**config.mk**
```make
export PLATFORM = sky130hd
export DESIGN_NAME = timed_event_scheduler_top
export DESIGN_NICKNAME = d
export VERILOG_FILES = /design/src/tes_pkg.sv /design/src/tes_slot_mem.sv /design/src/timed_event_scheduler_top.sv
export VERILOG_INCLUDE_DIRS = /design/src /design/src/src
export SDC_FILE = /design/constraint.sdc
export NUM_CORES = 2
export LEC_CHECK = 0
export BUFFER_PORTS_ARGS = -buffer_cell sky130_fd_sc_hd__buf_4
export CAP_MARGIN = 10
export CORE_ASPECT_RATIO = 1.5
export CORE_MARGIN = 2
export CORE_UTILIZATION = 55
export DETAILED_ROUTE_END_ITERATION = 16
export PLACE_DENSITY = 0.74
export SYNTH_ARGS = -nofsm -noshare
export SYNTH_HDL_FRONTEND = slang
export SYNTH_SLANG_ARGS = --single-unit
```
**constraint.sdc**
```tcl
create_clock -name clock -period 11.3 [get_ports clock]
set_clock_uncertainty 0.1 [all_clocks]
set_input_delay 1.13 -clock clock [delete_from_list [all_inputs] [get_ports clock]]
set_output_delay 1.13 -clock clock [all_outputs]
set_load 0.005 [all_outputs]
```
**src/timed_event_scheduler_top_defines.svh**
```systemverilog
// Assertion macros for the timed event scheduler.
// Included by timed_event_scheduler_top; needs nothing else.
`ifndef TIMED_EVENT_SCHEDULER_TOP_DEFINES_SVH
`define TIMED_EVENT_SCHEDULER_TOP_DEFINES_SVH

// The condition must hold at every clock edge outside reset.
`define TES_ASSERT_ALWAYS(label, clk, rst, cond, msg) \
   label: assert property (@(posedge clk) disable iff (rst) (cond)) else $error(msg);

// The consequent must hold in the cycle after the antecedent.
`define TES_ASSERT_NEXT(label, clk, rst, ante, cons, msg) \
   label: assert property (@(posedge clk) disable iff (rst) (ante) |=> (cons)) else $error(msg);

`endif

```
**src/tes_pkg.sv**
```systemverilog
// Package for the timed event scheduler: beat types, codes and sequencer states.
// Used by timed_event_scheduler_top; depends on nothing.
`default_nettype none
package tes_pkg;

   typedef enum logic [2:0] {
      ST_IDLE,
      ST_SCHED,
      ST_CANCEL,
      ST_ADV,
      ST_SCAN,
      ST_PICK,
      ST_CLEAR,
      ST_RESP
   } state_type;

   localparam logic [1:0] FUNC_SCHEDULE = 2'd0;
   localparam logic [1:0] FUNC_CANCEL   = 2'd1;
   localparam logic [1:0] FUNC_ADVANCE  = 2'd2;
   localparam logic [1:0] FUNC_RESET    = 2'd3;

   localparam logic [2:0] KIND_SCHEDULED  = 3'd0;
   localparam logic [2:0] KIND_CANCEL_HIT = 3'd1;
   localparam logic [2:0] KIND_CANCEL_MISS = 3'd2;
   localparam logic [2:0] KIND_FIRED      = 3'd3;
   localparam logic [2:0] KIND_NONE_DUE   = 3'd4;
   localparam logic [2:0] KIND_FULL       = 3'd5;
   localparam logic [2:0] KIND_RESET_DONE = 3'd6;

   typedef struct packed {
      logic [1:0]  func;
      logic [63:0] amount;
      logic [31:0] event_id;
   } req_type;

   typedef struct packed {
      logic [2:0]  kind;
      logic [31:0] event_id_res;
      logic [63:0] lateness;
      logic [63:0] now;
      logic [4:0]  pending;
      logic        last;
   } rsp_type;

   function automatic logic [63:0] sat_add(input logic [63:0] a, input logic [63:0] b);
      logic [64:0] sum;
      sum = {1'b0, a} + {1'b0, b};
      return sum[64] ? '1 : sum[63:0];
   endfunction

   function automatic rsp_type make_rsp(input logic [2:0] kind, input logic [31:0] id,
                                        input logic [63:0] late, input logic [63:0] now,
                                        input logic [4:0] pend, input logic last);
      rsp_type r;
      r.kind         = kind;
      r.event_id_res = id;
      r.lateness     = late;
      r.now          = now;
      r.pending      = pend;
      r.last         = last;
      return r;
   endfunction

endpackage
`default_nettype wire

```
**src/tes_slot_mem.sv**
```systemverilog
// Slot store of the scheduler: due times and identifiers, one write and one read port.
// Read data is registered. Depends on nothing.
`default_nettype none
module tes_slot_mem #(
   parameter int DEPTH    = 16,
   parameter int ID_WIDTH = 32
) (
   input  wire logic                     clock,
   input  wire logic                     wr_en,
   input  wire logic [$clog2(DEPTH)-1:0] wr_addr,
   input  wire logic [63:0]              wr_due,
   input  wire logic [ID_WIDTH-1:0]      wr_id,
   input  wire logic [$clog2(DEPTH)-1:0] rd_addr,
   output logic [63:0]                   rd_due,
   output logic [ID_WIDTH-1:0]           rd_id
);

   logic [63:0]         due_mem_ff [DEPTH];
   logic [ID_WIDTH-1:0] id_mem_ff  [DEPTH];
   logic [63:0]         rd_due_ff;
   logic [ID_WIDTH-1:0] rd_id_ff;

   always_ff @(posedge clock) begin
      if (wr_en) begin
         due_mem_ff[wr_addr] <= wr_due;
         id_mem_ff[wr_addr]  <= wr_id;
      end
      rd_due_ff <= due_mem_ff[rd_addr];
      rd_id_ff  <= id_mem_ff[rd_addr];
   end

   assign rd_due = rd_due_ff;
   assign rd_id  = rd_id_ff;

endmodule
`default_nettype wire

```
**src/timed_event_scheduler_top.sv**
```systemverilog
// Timed event scheduler: a table of pending events, a tick counter and an id counter.
// Uses tes_pkg, tes_slot_mem and timed_event_scheduler_top_defines.svh.
//
// The request channel (req_valid, req_ready, req_data) carries one command per beat:
// schedule, cancel, advance time or reset. The response channel (rsp_valid, rsp_ready,
// rsp_data) returns one beat per result; the final beat of a command has last set.
// One command is worked on at a time and req_ready is high only while the block idles.
// A schedule or a reset goes through ST_SCHED or ST_CLEAR to ST_RESP. A cancel walks
// the slot store one slot per cycle from slot 0 up to a hit or the last slot. An advance
// makes one pass over the store per fired event plus a closing pass that finds none due.
// The walks are paced by the single read port of the slot store and the one comparator
// that judges one slot per cycle.
// A result waits in an output register while rsp_ready is low; the sequencer stalls
// until that register is free. Reset empties the table, zeroes the tick counter and
// sets the next id to one. The slot store is not cleared; entries of free slots are ignored.
`default_nettype none
`include "timed_event_scheduler_top_defines.svh"
module timed_event_scheduler_top #(
   parameter int QUEUE_DEPTH = 16,
   parameter int ID_WIDTH    = 32
) (
   input  wire logic            clock,
   input  wire logic            reset,
   input  wire logic            req_valid,
   output logic                 req_ready,
   input  wire tes_pkg::req_type req_data,
   output logic                 rsp_valid,
   input  wire logic            rsp_ready,
   output tes_pkg::rsp_type     rsp_data
);

   localparam int AW   = $clog2(QUEUE_DEPTH);
   localparam int CW   = $clog2(QUEUE_DEPTH + 1);
   localparam int CMPW = (ID_WIDTH > 32) ? ID_WIDTH : 32;
   localparam logic [AW-1:0] LAST_SLOT = AW'(QUEUE_DEPTH - 1);

   tes_pkg::state_type state_ff, state_in;
   tes_pkg::req_type   req_ff, req_in;
   logic [63:0]             tick_ff, tick_in;
   logic [ID_WIDTH-1:0]     next_id_ff, next_id_in;
   logic [QUEUE_DEPTH-1:0]  valid_ff, valid_in;
   logic [CW-1:0]           count_ff, count_in;
   logic [AW-1:0]           scan_addr_ff, scan_addr_in;
   logic                    scan_issue_ff, scan_issue_in;
   logic [AW-1:0]           cmp_slot_ff, cmp_slot_in;
   logic                    cmp_vld_ff, cmp_vld_in;
   logic                    best_found_ff, best_found_in;
   logic [63:0]             best_due_ff, best_due_in;
   logic [ID_WIDTH-1:0]     best_id_ff, best_id_in;
   logic [AW-1:0]           best_slot_ff, best_slot_in;
   logic                    held_ff, held_in;
   tes_pkg::rsp_type        held_rsp_ff, held_rsp_in;
   tes_pkg::rsp_type        rec_ff, rec_in;
   logic                    rsp_valid_ff, rsp_valid_in;
   tes_pkg::rsp_type        rsp_data_ff, rsp_data_in;

   logic                req_fire;
   logic                rsp_load;
   logic                scanning;
   logic                free_found;
   logic [AW-1:0]       free_slot;
   logic [ID_WIDTH-1:0] id_after;
   logic                wr_en;
   logic [63:0]         mem_due;
   logic [ID_WIDTH-1:0] mem_id;
   logic                cand;
   logic                better;
   logic                hit;
   logic [CW-1:0]       count_dec;
   logic [CW-1:0]       count_inc;

   tes_slot_mem #(
      .DEPTH    (QUEUE_DEPTH),
      .ID_WIDTH (ID_WIDTH)
   ) u_slot_mem (
      .clock   (clock),
      .wr_en   (wr_en),
      .wr_addr (free_slot),
      .wr_due  (tes_pkg::sat_add(tick_ff, req_ff.amount)),
      .wr_id   (next_id_ff),
      .rd_addr (scan_addr_ff),
      .rd_due  (mem_due),
      .rd_id   (mem_id)
   );

   // Lowest-numbered free slot.
   always_comb begin
      free_found = 1'b0;
      free_slot  = '0;
      for (int i = QUEUE_DEPTH - 1; i >= 0; i--) begin
         if (!valid_ff[i]) begin
            free_found = 1'b1;
            free_slot  = AW'(i);
         end
      end
   end

   always_comb begin
      id_after  = next_id_ff + ID_WIDTH'(1);
      if (id_after == '0) begin
         id_after = ID_WIDTH'(1);
      end
      count_dec = count_ff - CW'(1);
      count_inc = count_ff + CW'(1);
      cand      = valid_ff[cmp_slot_ff] && (mem_due <= tick_ff);
      better    = !best_found_ff || (mem_due < best_due_ff) ||
                  ((mem_due == best_due_ff) && (mem_id < best_id_ff));
      hit       = valid_ff[cmp_slot_ff] && (CMPW'(mem_id) == CMPW'(req_ff.event_id));
   end

   // Handshake and sequencer outputs.
   always_comb begin
      req_ready = (state_ff == tes_pkg::ST_IDLE);
      req_fire  = req_valid && req_ready;
      rsp_load  = (state_ff == tes_pkg::ST_RESP) && (!rsp_valid_ff || rsp_ready);
      scanning  = (state_ff == tes_pkg::ST_SCAN) || (state_ff == tes_pkg::ST_CANCEL);
      wr_en     = (state_ff == tes_pkg::ST_SCHED) && free_found;
      rsp_valid = rsp_valid_ff;
      rsp_data  = rsp_data_ff;
   end

   // Next state.
   always_comb begin
      state_in = state_ff;
      case (state_ff)
         tes_pkg::ST_IDLE: begin
            if (req_fire) begin
               case (req_data.func)
                  tes_pkg::FUNC_SCHEDULE: state_in = tes_pkg::ST_SCHED;
                  tes_pkg::FUNC_CANCEL:   state_in = tes_pkg::ST_CANCEL;
                  tes_pkg::FUNC_ADVANCE:  state_in = tes_pkg::ST_ADV;
                  default:                state_in = tes_pkg::ST_CLEAR;
               endcase
            end
         end
         tes_pkg::ST_SCHED: state_in = tes_pkg::ST_RESP;
         tes_pkg::ST_CLEAR: state_in = tes_pkg::ST_RESP;
         tes_pkg::ST_ADV:   state_in = tes_pkg::ST_SCAN;
         tes_pkg::ST_CANCEL: begin
            if (cmp_vld_ff && (hit || cmp_slot_ff == LAST_SLOT)) begin
               state_in = tes_pkg::ST_RESP;
            end
         end
         tes_pkg::ST_SCAN: begin
            if (cmp_vld_ff && cmp_slot_ff == LAST_SLOT) begin
               state_in = tes_pkg::ST_PICK;
            end
         end
         tes_pkg::ST_PICK: begin
            if (best_found_ff && !held_ff) begin
               state_in = tes_pkg::ST_SCAN;
            end else begin
               state_in = tes_pkg::ST_RESP;
            end
         end
         tes_pkg::ST_RESP: begin
            if (rsp_load) begin
               state_in = rec_ff.last ? tes_pkg::ST_IDLE : tes_pkg::ST_SCAN;
            end
         end
         default: state_in = tes_pkg::ST_IDLE;
      endcase
   end

   // Datapath next values.
   always_comb begin
      req_in        = req_ff;
      tick_in       = tick_ff;
      next_id_in    = next_id_ff;
      valid_in      = valid_ff;
      count_in      = count_ff;
      scan_addr_in  = scan_addr_ff;
      scan_issue_in = scan_issue_ff;
      cmp_slot_in   = scan_addr_ff;
      cmp_vld_in    = scanning && scan_issue_ff;
      best_found_in = best_found_ff;
      best_due_in   = best_due_ff;
      best_id_in    = best_id_ff;
      best_slot_in  = best_slot_ff;
      held_in       = held_ff;
      held_rsp_in   = held_rsp_ff;
      rec_in        = rec_ff;
      rsp_valid_in  = rsp_valid_ff && !rsp_ready;
      rsp_data_in   = rsp_data_ff;

      if (scanning && scan_issue_ff) begin
         scan_addr_in = scan_addr_ff + AW'(1);
         if (scan_addr_ff == LAST_SLOT) begin
            scan_issue_in = 1'b0;
         end
      end

      case (state_ff)
         tes_pkg::ST_IDLE: begin
            if (req_fire) begin
               req_in        = req_data;
               scan_addr_in  = '0;
               scan_issue_in = 1'b1;
               best_found_in = 1'b0;
            end
         end
         tes_pkg::ST_SCHED: begin
            if (free_found) begin
               valid_in[free_slot] = 1'b1;
               count_in   = count_inc;
               next_id_in = id_after;
               rec_in = tes_pkg::make_rsp(tes_pkg::KIND_SCHEDULED, 32'(next_id_ff), '0,
                                          tick_ff, 5'(count_inc), 1'b1);
            end else begin
               rec_in = tes_pkg::make_rsp(tes_pkg::KIND_FULL, '0, '0, tick_ff,
                                          5'(count_ff), 1'b1);
            end
         end
         tes_pkg::ST_CANCEL: begin
            if (cmp_vld_ff) begin
               if (hit) begin
                  valid_in[cmp_slot_ff] = 1'b0;
                  count_in = count_dec;
                  rec_in = tes_pkg::make_rsp(tes_pkg::KIND_CANCEL_HIT, '0, '0, tick_ff,
                                             5'(count_dec), 1'b1);
               end else if (cmp_slot_ff == LAST_SLOT) begin
                  rec_in = tes_pkg::make_rsp(tes_pkg::KIND_CANCEL_MISS, '0, '0, tick_ff,
                                             5'(count_ff), 1'b1);
               end
            end
         end
         tes_pkg::ST_ADV: begin
            tick_in       = tes_pkg::sat_add(tick_ff, req_ff.amount);
            held_in       = 1'b0;
            scan_addr_in  = '0;
            scan_issue_in = 1'b1;
            best_found_in = 1'b0;
         end
         tes_pkg::ST_SCAN: begin
            if (cmp_vld_ff && cand && better) begin
               best_found_in = 1'b1;
               best_due_in   = mem_due;
               best_id_in    = mem_id;
               best_slot_in  = cmp_slot_ff;
            end
         end
         tes_pkg::ST_PICK: begin
            // A fired event is held back one pass so its beat can carry the right last flag.
            scan_addr_in  = '0;
            scan_issue_in = 1'b1;
            best_found_in = 1'b0;
            if (best_found_ff) begin
               valid_in[best_slot_ff] = 1'b0;
               count_in    = count_dec;
               held_in     = 1'b1;
               held_rsp_in = tes_pkg::make_rsp(tes_pkg::KIND_FIRED, 32'(best_id_ff),
                                               tick_ff - best_due_ff, tick_ff,
                                               5'(count_dec), 1'b0);
               rec_in      = held_rsp_ff;
            end else if (held_ff) begin
               rec_in      = held_rsp_ff;
               rec_in.last = 1'b1;
            end else begin
               rec_in = tes_pkg::make_rsp(tes_pkg::KIND_NONE_DUE, '0, '0, tick_ff,
                                          5'(count_ff), 1'b1);
            end
         end
         tes_pkg::ST_CLEAR: begin
            tick_in    = '0;
            next_id_in = ID_WIDTH'(1);
            valid_in   = '0;
            count_in   = '0;
            rec_in = tes_pkg::make_rsp(tes_pkg::KIND_RESET_DONE, '0, '0, '0, '0, 1'b1);
         end
         tes_pkg::ST_RESP: begin
            if (rsp_load) begin
               rsp_valid_in = 1'b1;
               rsp_data_in  = rec_ff;
            end
         end
         default: begin
         end
      endcase
   end

   always_ff @(posedge clock) begin
      if (reset) begin
         state_ff      <= tes_pkg::ST_IDLE;
         tick_ff       <= '0;
         next_id_ff    <= ID_WIDTH'(1);
         valid_ff      <= '0;
         count_ff      <= '0;
         scan_issue_ff <= 1'b0;
         cmp_vld_ff    <= 1'b0;
         best_found_ff <= 1'b0;
         held_ff       <= 1'b0;
         rsp_valid_ff  <= 1'b0;
      end else begin
         state_ff      <= state_in;
         tick_ff       <= tick_in;
         next_id_ff    <= next_id_in;
         valid_ff      <= valid_in;
         count_ff      <= count_in;
         scan_issue_ff <= scan_issue_in;
         cmp_vld_ff    <= cmp_vld_in;
         best_found_ff <= best_found_in;
         held_ff       <= held_in;
         rsp_valid_ff  <= rsp_valid_in;
      end
   end

   always_ff @(posedge clock) begin
      req_ff       <= req_in;
      scan_addr_ff <= scan_addr_in;
      cmp_slot_ff  <= cmp_slot_in;
      best_due_ff  <= best_due_in;
      best_id_ff   <= best_id_in;
      best_slot_ff <= best_slot_in;
      held_rsp_ff  <= held_rsp_in;
      rec_ff       <= rec_in;
      rsp_data_ff  <= rsp_data_in;
   end

   `TES_ASSERT_ALWAYS(a_count_matches_valid, clock, reset, count_ff == CW'($countones(valid_ff)), "pending count disagrees with slot valid bits")
   `TES_ASSERT_ALWAYS(a_next_id_nonzero, clock, reset, next_id_ff != '0, "identifier counter reached zero")
   `TES_ASSERT_NEXT(a_busy_after_accept, clock, reset, req_valid && req_ready, state_ff != tes_pkg::ST_IDLE, "sequencer idle after accepting a beat")

endmodule
`default_nettype wire

```
After elaboration in Yosys (flattened, before gate mapping)
Memory sizes are Yosys's and may differ from the RTL's. A register that Yosys moved wholly into a read port is not among the register bits. Index checks and enable logic that the tools add are counted.

Order comparisons: 9. Multiplexer cells: 86. Bitwise operators: 5. Add/subtract/negate cells: 6. Reductions and logical operators: 45. Equal/unequal tests: 23.

Operator list (number): 169-bit 2-to-1 mux (6); 169-bit case mux with 4 select lines (1); 64-bit case mux with 2 select lines (1); 4-bit 2-to-1 mux (18); 64-bit by 64-bit adder with 65-bit output (1); 64-bit equality test (1); 64-bit less-or-equal comparator (1); 64-bit less-than comparator (1); 16-bit 2-to-1 mux (4); 32-bit 2-to-1 mux (2); 64-bit 2-to-1 mux (1); 16-bit case mux with 4 select lines (1); 32-bit case mux with 2 select lines (1); 64-bit subtractor (1); 32-bit by 1-bit adder with 32-bit output, second input constant (1); 16-bit bitwise AND (2); 32-bit equality test (1); 32-bit logical NOT (1); 32-bit less-than comparator (1); 16-bit inverter (2); 1-bit 2-to-1 mux (30); 3-bit case mux with 7 select lines (1); 5-bit 2-to-1 mux (4); 5-bit case mux with 4 select lines (1); other kinds (36) (90).

Word-level logic and storage cells: 209. Memories: 2. Output and inout port bits: 171. Flip-flop bits (word level): 832. RAM bits: 1536. Bits of input ports: 102.

Memories: u_slot_mem.due_mem_ff (words 16, width 64, rd ports 1, clocked after memory_dff 1, wr ports 1, RTL line tes_slot_mem.sv:18) `logic [63:0] due_mem_ff [DEPTH];`; u_slot_mem.id_mem_ff (words 16, width 32, rd ports 1, clocked after memory_dff 1, wr ports 1, RTL line tes_slot_mem.sv:19) `logic [ID_WIDTH-1:0] id_mem_ff [DEPTH];`.

Logic depth before layout (Yosys ltp)
Depth in word-level cells: 23. Mapped depth: 14. Mapped depth without buffers: 13.

Hierarchy
Synthesis repeated with hierarchy kept, for this count alone.

Cell total of the unflattened synthesis: 5905. Area, all modules: 100405.0 µm².

Modules (own cells, without submodules): tes_slot_mem (cells an instance 2460, times used 1, area an instance 59351.9 µm², sequential area each 48046.1 µm²); timed_event_scheduler_top (cells an instance 3445, times used 1, area an instance 41053.1 µm², sequential area each 23652.7 µm²).

Worst setup path after synthesis
No wires, ideal clock.

Kind: register -> register. Start point: register cmp_slot_ff[1]. End point: register rec_ff[0] (netlist name), enable pin. Setup slack: 620 ps. Clock period less this slack: 10680 ps. Library setup time: 769 ps. Arrival: 9812 ps. Buffers on the path: 1. Required time: 10431 ps. Cell stages (with the launch flop): 7. Path through: dfxtp_1 -> clkbuf_1 -> mux4_2 -> mux4_2 -> nand3_1 -> and3_2 -> a22oi_1.

Cells in the longest elaborated chain, start to end: 5. Elaborated cells between the ends (all ways): 6. Those cells by class: eq/ne (2); mux (2); reduce/logical (2).

Ends and longest elaborated chain: start: declaration (RTL line timed_event_scheduler_top.sv:45) `logic [AW-1:0] cmp_slot_ff, cmp_slot_in;`; start signal: assignment (RTL line timed_event_scheduler_top.sv:310) `cmp_slot_ff <= cmp_slot_in;`; 1-bit binary-select mux with 4-bit select (RTL line timed_event_scheduler_top.sv:108) `hit = valid_ff[cmp_slot_ff] && (CMPW'(mem_id) == CMPW'(req_ff.event_id));`; 1-bit 2-to-1 mux (implied by the code) (RTL line timed_event_scheduler_top.sv:108); 1-bit logical AND (RTL line timed_event_scheduler_top.sv:108); 3-bit by 2-bit inequality test with 1-bit output (no source line) *; 3-bit AND reduction (no source line) *; end signal: assignment (RTL line timed_event_scheduler_top.sv:315) `rec_ff <= rec_in;`; end: declaration (RTL line timed_event_scheduler_top.sv:53) `tes_pkg::rsp_type rec_ff, rec_in;`.

Mark *: on every way between the ends. The rest lies on a longest branch, timed or not. The select of a mux whose other input is x is not followed. A chain may end at the register's enable or synchronous reset.

Worst setup path after layout
Start point: register u_slot_mem.rd_id_ff[24], in the netlist u_slot_mem.rd_id[24], read port of u_slot_mem.id_mem_ff. End point: register rec_ff[31] (netlist name), enable pin.

Cells in the longest elaborated chain, start to end: 4.

Ends and longest elaborated chain: start: declaration (RTL line tes_slot_mem.sv:21) `logic [ID_WIDTH-1:0] rd_id_ff;`; 32-bit equality test (RTL line timed_event_scheduler_top.sv:108); 1-bit logical AND (RTL line timed_event_scheduler_top.sv:108); 3-bit by 2-bit inequality test with 1-bit output (no source line); 3-bit AND reduction (no source line).

No other way between the ends.

==> reports/metrics.cfg <==
[cts]
postCtsResizedCells=0
clkTransAtPathRegs_ns=0.06
post-cts-setup-buffers=0
cts_tree=done
cts_buffer_depth=4
htree_num_levels=4
cts_sinks=2464
insertion_delay_ns=0.89
cts_made_buffers=223
cts_hold_buf=0
cts-root-buf=clkbuf_16

[floorplanning]
io_pins=273
core_mm2=0.183
die_w_um=354
start_util=0.554
die_y_um=529
rows=192
die_area_mm2=0.187

[placement]
gp_congestion=0.979
hpwl_mm=154
port_buffers=272
place_area_mm2=0.106
place_ws_ns=5.83

[route]
detail_route.wl_per_cell_um=28.5
drt_iter0_drc=6598
routed_wl_mm=253
dr.pass1.iters=7
drtAntennaViolNets=0
remaining_drc_errors=0
via_per_inst=6.37
vias=56572

[pwr]
power_frac_clock=0.305
peakVddDrop_mv=0.175
p_leak_nw=37.5
combPwrFrac=0.205
pwr_density_cell_mw_per_mm2=215
seqPwrFrac=0.490
p_switching_mw=6.87
p_int_mw=17.5
finalPower_mw=24.4
swShare=0.282

[worst_setup_path]
critPathKind=reg -> reg
end_kind=register
crit_required_ns=11.66
crit_path_max_fanout=77
cp_cell_sequence=xnor2_1 > nand4_1 > nor4_1 > nand3_1 > and3_2 > a22oi_2 > buf_4 > buf_4 > buf_4
max_stage_delay_ns=1.10
slowest_stage=nor4_1
cp-start-kind=register
cp.arrival_ns=5.92
crit_top_cell=buf_4
crit_family=simple AND/OR/NAND/NOR gates
cp.buffers_inverters=3

[yosys]
synthCells=5972
ys_ff_latch=2464
synth_edf_count=2235
yosysMostFrequentCell=edfxtp_1
syn_avg_cell_area_um2=16.9
synth_top_cell_area_share=0.664
synth-seq-area-share=0.709
synth.distinct_cells=94
synthesis.area_mm2=0.101
synth.top_cells.by_area=edfxtp_1 (66%), mux4_2 (8.6%), dfxtp_1 (4.5%), ha_1 (3.6%), a21oi_1 (1.3%)
yosys.area.top_type=edfxtp_1
netlist_top_cells_count=edfxtp_1 (2,235), mux4_2 (386), ha_1 (290)
synth-async-reset-ratio=0
ys_warn_count=0
ys.flop_type=edfxtp_1
synth_fp_nets=6366

[grt]
antenna_found_initial=4
grt_pass1_wl_mm=369
grt_pass1_vias=56633
grt_max_degree=119
grt_remaining_overflow=0
grt_usage=0.267

[worst_hold_path]
hold_path.class=reg -> reg

[timing]
hold_viol_final=0
setup_viol=0
final.setup.tns_ns=0
finalCritPeriodShare=0.492
period_needed_ns=5.56
fmax_ghz=0.180
setup_slack_ns=5.74
rsz0062_at_grt=no
relSlewSlack=0.0743
final-max-slew-violation-count=0
tightest_slew_ns=1.38

[finish]
syn2layout_area_growth_pct=11.9
drive_gt1_frac=0.182
finalInstanceArea_mm2=0.113
fin_nets=6667

[outcome]
status=complete, no violations

[flow_run]
cap_violations=0

[through the flow]
stage / util / hold slack [ns] / instances
finish: 0.620 / 0.316 / 8883
global route: 0.620 / 0.302 / 8882
CTS: 0.620 / 0.289 / 8879
detailed placement: 0.581 / 0.305 / 8471
global placement: 0.581 / 0.301 / 8470
floorplan: - / 0.249 / 5972
[final cells by class]
class                      instances  area (um^2)
sequential                      2464        71700
clock inverter                   112         1040
tap                             2425         3030
inverter                         216          811
timing repair buffer             351         2780
antenna                            2         5.00
clock buffer                     296         6120
fill                           12847        69400
multi-input combinational       3017        27700
[sequential cells by signal, indices dropped and copies added (netlist names), 96 cells and up]
register and cells:
u_slot_mem.due_mem_ff 1024, rec_ff 169, rsp_data 169, u_slot_mem.id_mem_ff 512
held_rsp_ff 165, req_ff 96
[worst paths after layout]
kind	startpoint	endpoint	slack [ns]	cells past startpoint
setup reg to reg	u_slot_mem.rd_id[24]	rec_ff[31]	5.74	9
hold / removal	rec_ff[90]	rsp_data[90]	0.32	0
hold reg to reg	rec_ff[90]	rsp_data[90]	0.32	0
setup / recovery	u_slot_mem.rd_id[24]	rec_ff[31]	5.74	9
[power by group through the flow]
stage | Combinational, mW | Clock (mW) | Sequential [mW]
floorplan | 3.52 | 0 | 11.9
global placement | 4.85 | 0 | 12.1
detailed placement | 4.95 | 0 | 12.1
CTS | 4.98 | 7.52 | 11.9
global route | 5.38 | 7.85 | 12.0
finish | 4.99 | 7.43 | 11.9
[cell usage in the layout, fill, tap and decap left out, drive strengths merged, types with 41 or more instances in the layout]
cell,Yosys,final
mux4,386,386
a21oi,277,277
a31oi,41,41
a21o,108,108
buf,99,351
xor2,50,50
a22o,155,155
nand2,263,263
a22oi,65,65
edfxtp,2235,2235
clkbuf,176,296
ha,290,290
mux2i,111,111
and2,100,100
nand4,87,87
clkinv,0,76
inv,216,222
dfxtp,229,229
xnor2,124,124
nand3,77,77
nor2,155,155
o21ai,219,219
[cells by family (layout without fill, tap and decap cells)]
group / count (synthesis) / after routing / share of synthesized area
other: 0 / 2 / 0
flip-flops: 2464 / 2464 / 0.709
buffers and inverters: 491 / 975 / 0.0193
adder cells (fa/ha/maj): 292 / 292 / 0.0363
multiplexers: 527 / 527 / 0.100
AO/OA/AOI/OAI: 1119 / 1119 / 0.0743
AND/OR/NAND/NOR: 905 / 905 / 0.0459
XOR/XNOR: 174 / 174 / 0.0151
[routing by layer]
layer | vias to the layer above | GRT usage | wire (um)
met5 | - | 0 | 41
met4 | 6 | 0.114 | 11700
met3 | 610 | 0.0334 | 19200
met2 | 2839 | 0.454 | 127000
met1 | 28795 | 0.349 | 95200
li1 | 24322 | - | -
No activity file was read; power rests on OpenSTA's default activity.
